===== config.mk =====
export PLATFORM = sky130hd
export DESIGN_NAME = wave_header_parser
export DESIGN_NICKNAME = d
export VERILOG_FILES = /design/src/sv/whp_pkg.sv /design/src/sv/whp_core.sv /design/src/sv/wave_header_parser.sv
export VERILOG_INCLUDE_DIRS = /design/src /design/src/sv
export SDC_FILE = /design/constraint.sdc
export NUM_CORES = 1
export LEC_CHECK = 0
export BUFFER_PORTS_ARGS = -buffer_cell sky130_fd_sc_hd__buf_2
export CAP_MARGIN = 20
export CORE_MARGIN = 2
export CORE_UTILIZATION = 60
export DETAILED_ROUTE_END_ITERATION = 10
export GPL_TIMING_DRIVEN = 0
export MAX_ROUTING_LAYER = met4
export PLACE_DENSITY = 0.84
export SLEW_MARGIN = 25
export SYNTH_ARGS = -nofsm -noshare
export SYNTH_HDL_FRONTEND = slang
export SYNTH_SLANG_ARGS = --single-unit

===== constraint.sdc =====
create_clock -name aclk -period 40.3 [get_ports aclk]
set_input_delay 0 -clock aclk [delete_from_list [all_inputs] [get_ports aclk]]
set_output_delay 0 -clock aclk [all_outputs]
set_load 0.02 [all_outputs]

===== src/sv/wave_header_parser_defines.svh =====
// ----------------------------------------------------------------------------
// wave_header_parser_defines
// Assertion macros shared by the RIFF/WAVE header parser RTL.
// ----------------------------------------------------------------------------
`ifndef WAVE_HEADER_PARSER_DEFINES_SVH
`define WAVE_HEADER_PARSER_DEFINES_SVH

// Same-cycle implication, checked out of reset
`define WHP_ASSERT_NOW(lbl, ante, cons, msg) \
    lbl: assert property (@(posedge aclk) disable iff (!aresetn) (ante) |-> (cons)) \
        else $error(msg);

// Next-cycle implication, checked out of reset
`define WHP_ASSERT_NEXT(lbl, ante, cons, msg) \
    lbl: assert property (@(posedge aclk) disable iff (!aresetn) (ante) |=> (cons)) \
        else $error(msg);

`endif


===== src/sv/whp_pkg.sv =====
// ----------------------------------------------------------------------------
// whp_pkg
// Transaction types and status codes of the RIFF/WAVE header parser.
// ----------------------------------------------------------------------------
package whp_pkg;

    // Result status codes
    localparam logic [1:0] STATUS_OK           = 2'd0;
    localparam logic [1:0] STATUS_MISSING_RIFF = 2'd1;
    localparam logic [1:0] STATUS_MISSING_WAVE = 2'd2;
    localparam logic [1:0] STATUS_NO_DATA      = 2'd3;

    // Chunk tags as little-endian words, and accepted fmt codes
    localparam logic [31:0] TAG_RIFF = 32'h4646_4952;
    localparam logic [31:0] TAG_WAVE = 32'h4556_4157;
    localparam logic [31:0] TAG_FMT  = 32'h2074_6D66;
    localparam logic [31:0] TAG_DATA = 32'h6174_6164;
    localparam logic [15:0] FMT_PCM  = 16'h0001;
    localparam logic [15:0] FMT_EXT  = 16'hFFFE;

    // One input transaction: a single header byte
    typedef struct packed {
        logic [7:0] data_byte;
        logic       start_of_file;
    } whp_in_t;

    // One result transaction
    typedef struct packed {
        logic [1:0]  status;
        logic [31:0] riff_size;
        logic [15:0] audio_format;
        logic [15:0] channel_count;
        logic [31:0] sample_rate;
        logic [31:0] byte_rate;
        logic [15:0] block_align;
        logic [15:0] bits_per_sample;
        logic [31:0] data_size;
        logic [31:0] data_offset;
    } whp_out_t;

endpackage


===== src/sv/whp_core.sv =====
// ----------------------------------------------------------------------------
// whp_core
// Parse state machine: consumes one byte per step, assembles little-endian
// fields, walks the chunk list and raises at most one result per byte.
// ----------------------------------------------------------------------------
module whp_core
    import whp_pkg::*;
(
    input  logic     aclk,
    input  logic     aresetn,
    input  logic     step,
    input  whp_in_t  in_item,
    output logic     res_valid,
    output whp_out_t res_item
);

    typedef enum logic [3:0] {
        PH_RIFF, PH_RSIZE, PH_WAVE, PH_CTAG, PH_CSIZE,
        PH_FFMT, PH_FCH, PH_FRATE, PH_FBRATE, PH_FALIGN, PH_FBITS, PH_SKIP
    } phase_t;

    localparam logic [32:0] POS_MAX  = {33{1'b1}};

    phase_t      phase_reg, phase_next, cur_phase;
    logic [32:0] pos_reg, pos_next, cur_pos;
    logic [2:0]  cnt_reg, cnt_next, cur_cnt, cnt_inc;
    logic [31:0] word_reg, word_next, cur_word, word_acc;
    logic [31:0] riff_reg, riff_next, cur_riff;
    logic [31:0] tag_reg, tag_next, cur_tag;
    logic [31:0] skip_reg, skip_next, cur_skip, skip_dec;
    logic [15:0] fmt_reg, fmt_next, cur_fmt;
    logic [15:0] chan_reg, chan_next, cur_chan;
    logic [31:0] rate_reg, rate_next, cur_rate;
    logic [31:0] brate_reg, brate_next, cur_brate;
    logic [15:0] align_reg, align_next, cur_align;
    logic [15:0] bits_reg, bits_next, cur_bits;
    logic        done_reg, done_next, cur_done;
    logic        in_body, field_done, end_chunk, emit;
    logic [2:0]  field_len;
    logic [1:0]  status;
    logic [31:0] dsize, doff;
    logic [33:0] riff_end;

    // Select current state; start of file clears everything first
    always_comb begin
        if (in_item.start_of_file) begin
            cur_phase = PH_RIFF;
            cur_pos   = '0;
            cur_cnt   = '0;
            cur_word  = '0;
            cur_riff  = '0;
            cur_tag   = '0;
            cur_skip  = '0;
            cur_fmt   = '0;
            cur_chan  = '0;
            cur_rate  = '0;
            cur_brate = '0;
            cur_align = '0;
            cur_bits  = '0;
            cur_done  = 1'b0;
        end else begin
            cur_phase = phase_reg;
            cur_pos   = pos_reg;
            cur_cnt   = cnt_reg;
            cur_word  = word_reg;
            cur_riff  = riff_reg;
            cur_tag   = tag_reg;
            cur_skip  = skip_reg;
            cur_fmt   = fmt_reg;
            cur_chan  = chan_reg;
            cur_rate  = rate_reg;
            cur_brate = brate_reg;
            cur_align = align_reg;
            cur_bits  = bits_reg;
            cur_done  = done_reg;
        end
    end

    // Per-byte datapath pieces
    assign in_body   = cur_phase inside {[PH_FFMT:PH_SKIP]};
    assign skip_dec  = (in_body && cur_skip != '0) ? cur_skip - 32'd1 : cur_skip;
    assign word_acc  = cur_word | ({24'd0, in_item.data_byte} << {cur_cnt[1:0], 3'b000});
    assign cnt_inc   = cur_cnt + 3'd1;
    assign field_len = (cur_phase inside {PH_FFMT, PH_FCH, PH_FALIGN, PH_FBITS}) ? 3'd2 : 3'd4;
    assign field_done = cnt_inc >= field_len;
    assign riff_end  = {2'b00, cur_riff} + 34'd8;

    // Next state and result
    always_comb begin
        phase_next = phase_reg;
        pos_next   = pos_reg;
        cnt_next   = cnt_reg;
        word_next  = word_reg;
        riff_next  = riff_reg;
        tag_next   = tag_reg;
        skip_next  = skip_reg;
        fmt_next   = fmt_reg;
        chan_next  = chan_reg;
        rate_next  = rate_reg;
        brate_next = brate_reg;
        align_next = align_reg;
        bits_next  = bits_reg;
        done_next  = done_reg;
        end_chunk  = 1'b0;
        emit       = 1'b0;
        status     = STATUS_OK;
        dsize      = '0;
        doff       = '0;
        if (step) begin
            phase_next = cur_phase;
            pos_next   = cur_pos;
            cnt_next   = cur_cnt;
            word_next  = cur_word;
            riff_next  = cur_riff;
            tag_next   = cur_tag;
            skip_next  = cur_skip;
            fmt_next   = cur_fmt;
            chan_next  = cur_chan;
            rate_next  = cur_rate;
            brate_next = cur_brate;
            align_next = cur_align;
            bits_next  = cur_bits;
            done_next  = cur_done;
            if (!cur_done) begin
                pos_next  = (cur_pos == POS_MAX) ? cur_pos : cur_pos + 33'd1;
                skip_next = skip_dec;
                if (cur_phase == PH_SKIP) begin
                    end_chunk = (skip_dec == '0);
                end else if (!field_done) begin
                    // Field still partial: accumulate, or stop at chunk end
                    word_next = word_acc;
                    cnt_next  = cnt_inc;
                    end_chunk = in_body && (skip_dec == '0);
                end else begin
                    word_next = '0;
                    cnt_next  = '0;
                    case (cur_phase)
                        PH_RIFF: begin
                            if (word_acc != TAG_RIFF) begin
                                emit   = 1'b1;
                                status = STATUS_MISSING_RIFF;
                            end else begin
                                phase_next = PH_RSIZE;
                            end
                        end
                        PH_RSIZE: begin
                            riff_next  = word_acc;
                            phase_next = PH_WAVE;
                        end
                        PH_WAVE: begin
                            if (word_acc != TAG_WAVE) begin
                                emit   = 1'b1;
                                status = STATUS_MISSING_WAVE;
                            end else begin
                                phase_next = PH_CTAG;
                            end
                        end
                        PH_CTAG: begin
                            tag_next   = word_acc;
                            phase_next = PH_CSIZE;
                        end
                        PH_CSIZE: begin
                            if (cur_tag == TAG_DATA) begin
                                emit   = 1'b1;
                                status = STATUS_OK;
                                dsize  = word_acc;
                                doff   = pos_next[31:0];
                            end else begin
                                skip_next  = word_acc;
                                phase_next = (cur_tag == TAG_FMT) ? PH_FFMT : PH_SKIP;
                                end_chunk  = (word_acc == '0);
                            end
                        end
                        PH_FFMT: begin
                            fmt_next   = word_acc[15:0];
                            phase_next = (word_acc[15:0] == FMT_PCM ||
                                          word_acc[15:0] == FMT_EXT) ? PH_FCH : PH_SKIP;
                            end_chunk  = (skip_dec == '0);
                        end
                        PH_FCH: begin
                            chan_next  = word_acc[15:0];
                            phase_next = PH_FRATE;
                            end_chunk  = (skip_dec == '0);
                        end
                        PH_FRATE: begin
                            rate_next  = word_acc;
                            phase_next = PH_FBRATE;
                            end_chunk  = (skip_dec == '0);
                        end
                        PH_FBRATE: begin
                            brate_next = word_acc;
                            phase_next = PH_FALIGN;
                            end_chunk  = (skip_dec == '0);
                        end
                        PH_FALIGN: begin
                            align_next = word_acc[15:0];
                            phase_next = PH_FBITS;
                            end_chunk  = (skip_dec == '0);
                        end
                        default: begin
                            bits_next  = word_acc[15:0];
                            phase_next = PH_SKIP;
                            end_chunk  = (skip_dec == '0);
                        end
                    endcase
                end
                // Close the chunk; stop if the RIFF size is used up
                if (end_chunk) begin
                    cnt_next  = '0;
                    word_next = '0;
                    if ({1'b0, pos_next} >= riff_end) begin
                        emit   = 1'b1;
                        status = STATUS_NO_DATA;
                    end else begin
                        phase_next = PH_CTAG;
                    end
                end
                if (emit) begin
                    done_next = 1'b1;
                end
            end
        end
    end

    // Result as seen after this byte's captures
    assign res_valid                = emit;
    assign res_item.status          = status;
    assign res_item.riff_size       = riff_next;
    assign res_item.audio_format    = fmt_next;
    assign res_item.channel_count   = chan_next;
    assign res_item.sample_rate     = rate_next;
    assign res_item.byte_rate       = brate_next;
    assign res_item.block_align     = align_next;
    assign res_item.bits_per_sample = bits_next;
    assign res_item.data_size       = dsize;
    assign res_item.data_offset     = doff;

    // Hold parse state
    always_ff @(posedge aclk) begin
        if (!aresetn) begin
            phase_reg <= PH_RIFF;
            pos_reg   <= '0;
            cnt_reg   <= '0;
            word_reg  <= '0;
            riff_reg  <= '0;
            tag_reg   <= '0;
            skip_reg  <= '0;
            fmt_reg   <= '0;
            chan_reg  <= '0;
            rate_reg  <= '0;
            brate_reg <= '0;
            align_reg <= '0;
            bits_reg  <= '0;
            done_reg  <= 1'b0;
        end else begin
            phase_reg <= phase_next;
            pos_reg   <= pos_next;
            cnt_reg   <= cnt_next;
            word_reg  <= word_next;
            riff_reg  <= riff_next;
            tag_reg   <= tag_next;
            skip_reg  <= skip_next;
            fmt_reg   <= fmt_next;
            chan_reg  <= chan_next;
            rate_reg  <= rate_next;
            brate_reg <= brate_next;
            align_reg <= align_next;
            bits_reg  <= bits_next;
            done_reg  <= done_next;
        end
    end

endmodule


===== src/sv/wave_header_parser.sv =====
// ----------------------------------------------------------------------------
// wave_header_parser
// Byte-serial RIFF/WAVE header parser with a registered result channel.
// Throughput: one byte per cycle while the result channel is not stalled.
// Result path: the byte that completes a result loads it into the m_ output register.
// Rate is set by the single parse state update per byte in whp_core.
// Reset: synchronous active-low aresetn clears parse state and the result valid flag.
// ----------------------------------------------------------------------------
`include "wave_header_parser_defines.svh"

module wave_header_parser
    import whp_pkg::*;
(
    input  logic     aclk,
    input  logic     aresetn,
    input  logic     s_valid,
    output logic     s_ready,
    input  whp_in_t  s_data,
    output logic     m_valid,
    input  logic     m_ready,
    output whp_out_t m_data
);

    logic     step;
    logic     res_valid;
    whp_out_t res_item;
    logic     m_valid_reg, m_valid_next;
    whp_out_t m_data_reg, m_data_next;

    // Accept while the result register is empty or draining
    assign s_ready = !m_valid_reg || m_ready;
    assign step    = s_valid && s_ready;

    whp_core u_core (
        .aclk      (aclk),
        .aresetn   (aresetn),
        .step      (step),
        .in_item   (s_data),
        .res_valid (res_valid),
        .res_item  (res_item)
    );

    // Load a new result or drop a delivered one
    always_comb begin
        m_valid_next = m_valid_reg;
        m_data_next  = m_data_reg;
        if (step && res_valid) begin
            m_valid_next = 1'b1;
            m_data_next  = res_item;
        end else if (m_ready) begin
            m_valid_next = 1'b0;
        end
    end

    always_ff @(posedge aclk) begin
        if (!aresetn) begin
            m_valid_reg <= 1'b0;
        end else begin
            m_valid_reg <= m_valid_next;
        end
        m_data_reg <= m_data_next;
    end

    assign m_valid = m_valid_reg;
    assign m_data  = m_data_reg;

    // Checks
    `WHP_ASSERT_NOW(a_err_no_data, m_valid && m_data.status != STATUS_OK, m_data.data_size == '0 && m_data.data_offset == '0, "error result carries data fields")
    `WHP_ASSERT_NOW(a_riff_zero, m_valid && m_data.status == STATUS_MISSING_RIFF, m_data.riff_size == '0, "missing RIFF result carries a size")
    `WHP_ASSERT_NEXT(a_result_held, step && res_valid, m_valid, "accepted result not presented")

endmodule


==> flow_metrics.env <==
export IMPL_via_per_inst=6.59
export IMPL_clock_skew_ns=0.0331
export IMPL_place_ws_ns=29.59
export IMPL_synth_flop_cell="dfxtp_1"
export IMPL_critPathLaunchType="input pin"
export IMPL_drv_slew=0
export IMPL_worstHoldPathType="in2reg"
export IMPL_cts_buffers=51
export IMPL_async_flop_share_pct=0
export IMPL_die_area_sq_um=40800
export IMPL_die_w_um=202
export IMPL_cts_max_path_buffers=3
export IMPL_start_util_pct=60.8
export IMPL_finalSetupTns_ns=0
export IMPL_layout_drive_gt1_share_pct=15.9
export IMPL_rsz0062_at_grt="false"
export IMPL_syn_area_per_cell_sq_um=10.3
export IMPL_clk_pin_slew_worst_paths_ns=0.07
export IMPL_antenna_found_initial=7
export IMPL_grt_pass1_vias=19900
export IMPL_hold_slack_ns=0.0434
export IMPL_rows=72
export IMPL_finalWorstSetupSlack_ns=29.55
export IMPL_grt_first_pass_wirelength_mm=126
export IMPL_grt_overflow=0
export IMPL_synth_simple_area_share_pct=20.4
export IMPL_hpwl_mm=60.8
export IMPL_max_slew_worst_pin_slew_ns=1.27
export IMPL_cts_tree="built"
export IMPL_crit_type="in2reg"
export IMPL_critical_path_arrival_ns=11.06
export IMPL_max_stage_delay_ns=0.69
export IMPL_syn_area_sq_um=23500
export IMPL_synth_top_family_by_area="simple AND/OR/NAND/NOR gates"
export IMPL_synthToLayoutAreaGrowth_pct=17.4
export IMPL_cpMostUsedCell="buf_2"
export IMPL_numPlacedInstances=3052
export IMPL_nets=2644
export IMPL_power_density_nw_per_um2=41.2
export IMPL_crit_fanout=26
export IMPL_drv_cap=0
export IMPL_fmax_mhz=93.0
export IMPL_setup_viol=0
export IMPL_layout_min_cycle_time_ns=10.75
export IMPL_track_usage_pct=42.7
export IMPL_cts_sinks=524
export IMPL_drt_first_pass_iters=7
export IMPL_syn_num_nets=2333
export IMPL_cts_resized=0
export IMPL_outcome="complete, no violations"
export IMPL_critPathSlowestCell="buf_1"
export IMPL_maxSlewHeadroom_pct=15.0
export IMPL_grt_start_max_net_pins=27
export IMPL_vias=20800
export IMPL_io_pins=241
export IMPL_insertion_delay_ns=0.63
export IMPL_drc_errors=0
export IMPL_period_share_pct=26.7
export IMPL_cts_root_buf="clkbuf_16"
export IMPL_ys_ff_latch=524
export IMPL_seq_area_frac_synth_pct=54.2
export IMPL_coreArea_sq_um=38600
export IMPL_syn_inst=2281
export IMPL_synth_xor_area_share_pct=2.46
export IMPL_final_cells=3159
export IMPL_crit_required_ns=40.61
export IMPL_yosys_warnings=0
export IMPL_drtAntennaViolNets=0
export IMPL_synth_enable_flop_cells=226
export IMPL_wirelength_mm=86.0
export IMPL_crit_path_end_kind="flip-flop"
export IMPL_finalPower_w=0.00114
export IMPL_timing_hold_violations_final=0
export IMPL_wl_per_cell_um=27.2
export IMPL_synthAdderAreaFrac_pct=2.08
export IMPL_die_y_um=202
export IMPL_synth_area_mux_share_pct=0.394
export IMPL_leakagePower_nw=10.5
export IMPL_gp_congestion=1.01
export IMPL_htreeDepth=2
export IMPL_largest_reg_flops=226
export IMPL_synth_compound_area_share_pct=16.9
export IMPL_portBuffers=238
export IMPL_drt_iter0_markers=2648
export IMPL_synth_cell_types=83
export IMPL_ir_drop_uv=36.0
## final timing paths
path / from / end / slack [ns] / cells past startpoint
worst max-delay path: s_data[0] / m_data[72] / 29.55 / 42
worst min-delay path: s_data[7] / m_data[62] / 0.04 / 3
worst max register to register: u_core.pos_reg[14] / m_data[72] / 32.90 / 28
worst min register to register: u_core.word_reg[18] / u_core.word_reg[18] / 0.48 / 1
## final cells by class
type | count | area (sq um)
sequential | 524 | 12800
fill | 2757 | 11000
multi-input combinational | 1554 | 9970
timing repair buffer | 258 | 1610
clock buffer | 65 | 1400
buffer | 162 | 698
tap | 518 | 648
clock inverter | 30 | 353
inverter | 41 | 154
antenna | 7 | 17.5
## through the flow
| stage | utilization (%) | cell area (sq um) |
|---|---|---|
| 2_1_floorplan | - | 23500 |
| 5_1_grt | 71.4 | 27600 |
| 4_1_cts | 71.4 | 27600 |
| 3_3_place_gp | 65.6 | 25400 |
| 3_5_place_dp | 66.7 | 25800 |
| 6_report | 71.4 | 27600 |
## power by group
part / internal [W] / switching [W]
combinational: 0.0000182 / 0.0000590
sequential: 0.000552 / 0.00000432
clock: 0.000282 / 0.000222
## repair_timing
action / in CTS / in global routing
endpoints found under the hold margin: 10 / 0
hold buffers: 5 / 0
buffers inserted: 0 / 0
## synthesized netlist by cell type (all sizes together) (17+ instances only)
master	instances	area [sq um]
a211oi	20	150
nor3	67	362
or3	19	124
or2	18	113
nor2	219	825
nor4	33	307
nor2b	37	231
buf	35	213
nand2	166	623
ha	39	488
xnor2	45	394
dfxtp	298	5970
a22o	204	1790
nand3	42	210
xor2	21	184
a311oi	17	149
clkbuf	127	477
a21oi	79	399
inv	41	154
a22oi	41	308
and2	187	1170
edfxtp	226	6790
o21ai	80	412
nand4	40	256
## layout by cell type (no fill, tap or decap), types with 16 or more instances in the layout
cell and count:
xor2_1 21, clkbuf_1 128, nor2b_1 37, buf_2 252
dfxtp_1 298, xnor2_1 45, a211oi_1 20, or3_1 18
a22oi_1 41, nor4_1 23, nand3_1 42, ha_1 39
a311oi_1 17, a22o_1 204, nand2_1 166, and2_1 186
edfxtp_1 226, nor2_1 211, clkbuf_16 52, a31oi_1 16
nand4_1 39, inv_1 40, o21ai_0 69, or2_2 16
a21oi_1 74, nor3_1 62
## kinds of logic (layout without fill, tap and decap cells)
kind of cell               Yosys count  after routing
and+or+nand+nor                    902            902
AOI/OAI and AO/OA                  538            538
DFF                                524            524
buffers and inverters              203            556
xor gates and xnor gates            66             66
adders and majority gates           39             39
muxes                                9              9
other                                0              7
## routing by layer
| layer | vias to the layer above | track usage, % | wire [um] |
|---|---|---|---|
| li1 | 8979 | - | - |
| met1 | 10100 | 55.0 | 32800 |
| met2 | 1463 | 61.9 | 37400 |
| met3 | 304 | 11.9 | 10900 |
| met4 | 0 | 21.5 | 4880 |
| met5 | - | - | 0 |
## critical path, delay by kind of cell
kind                     cells  cell delay, ns
AO/OA/AOI/OAI                5            0.95
XOR/XNOR                     1            0.39
adder cells (fa/ha/maj)      2            0.64
buffers and inverters       22            6.73
AND/OR/NAND/NOR             12            2.25
No activity file was read; power rests on OpenSTA's default activity.
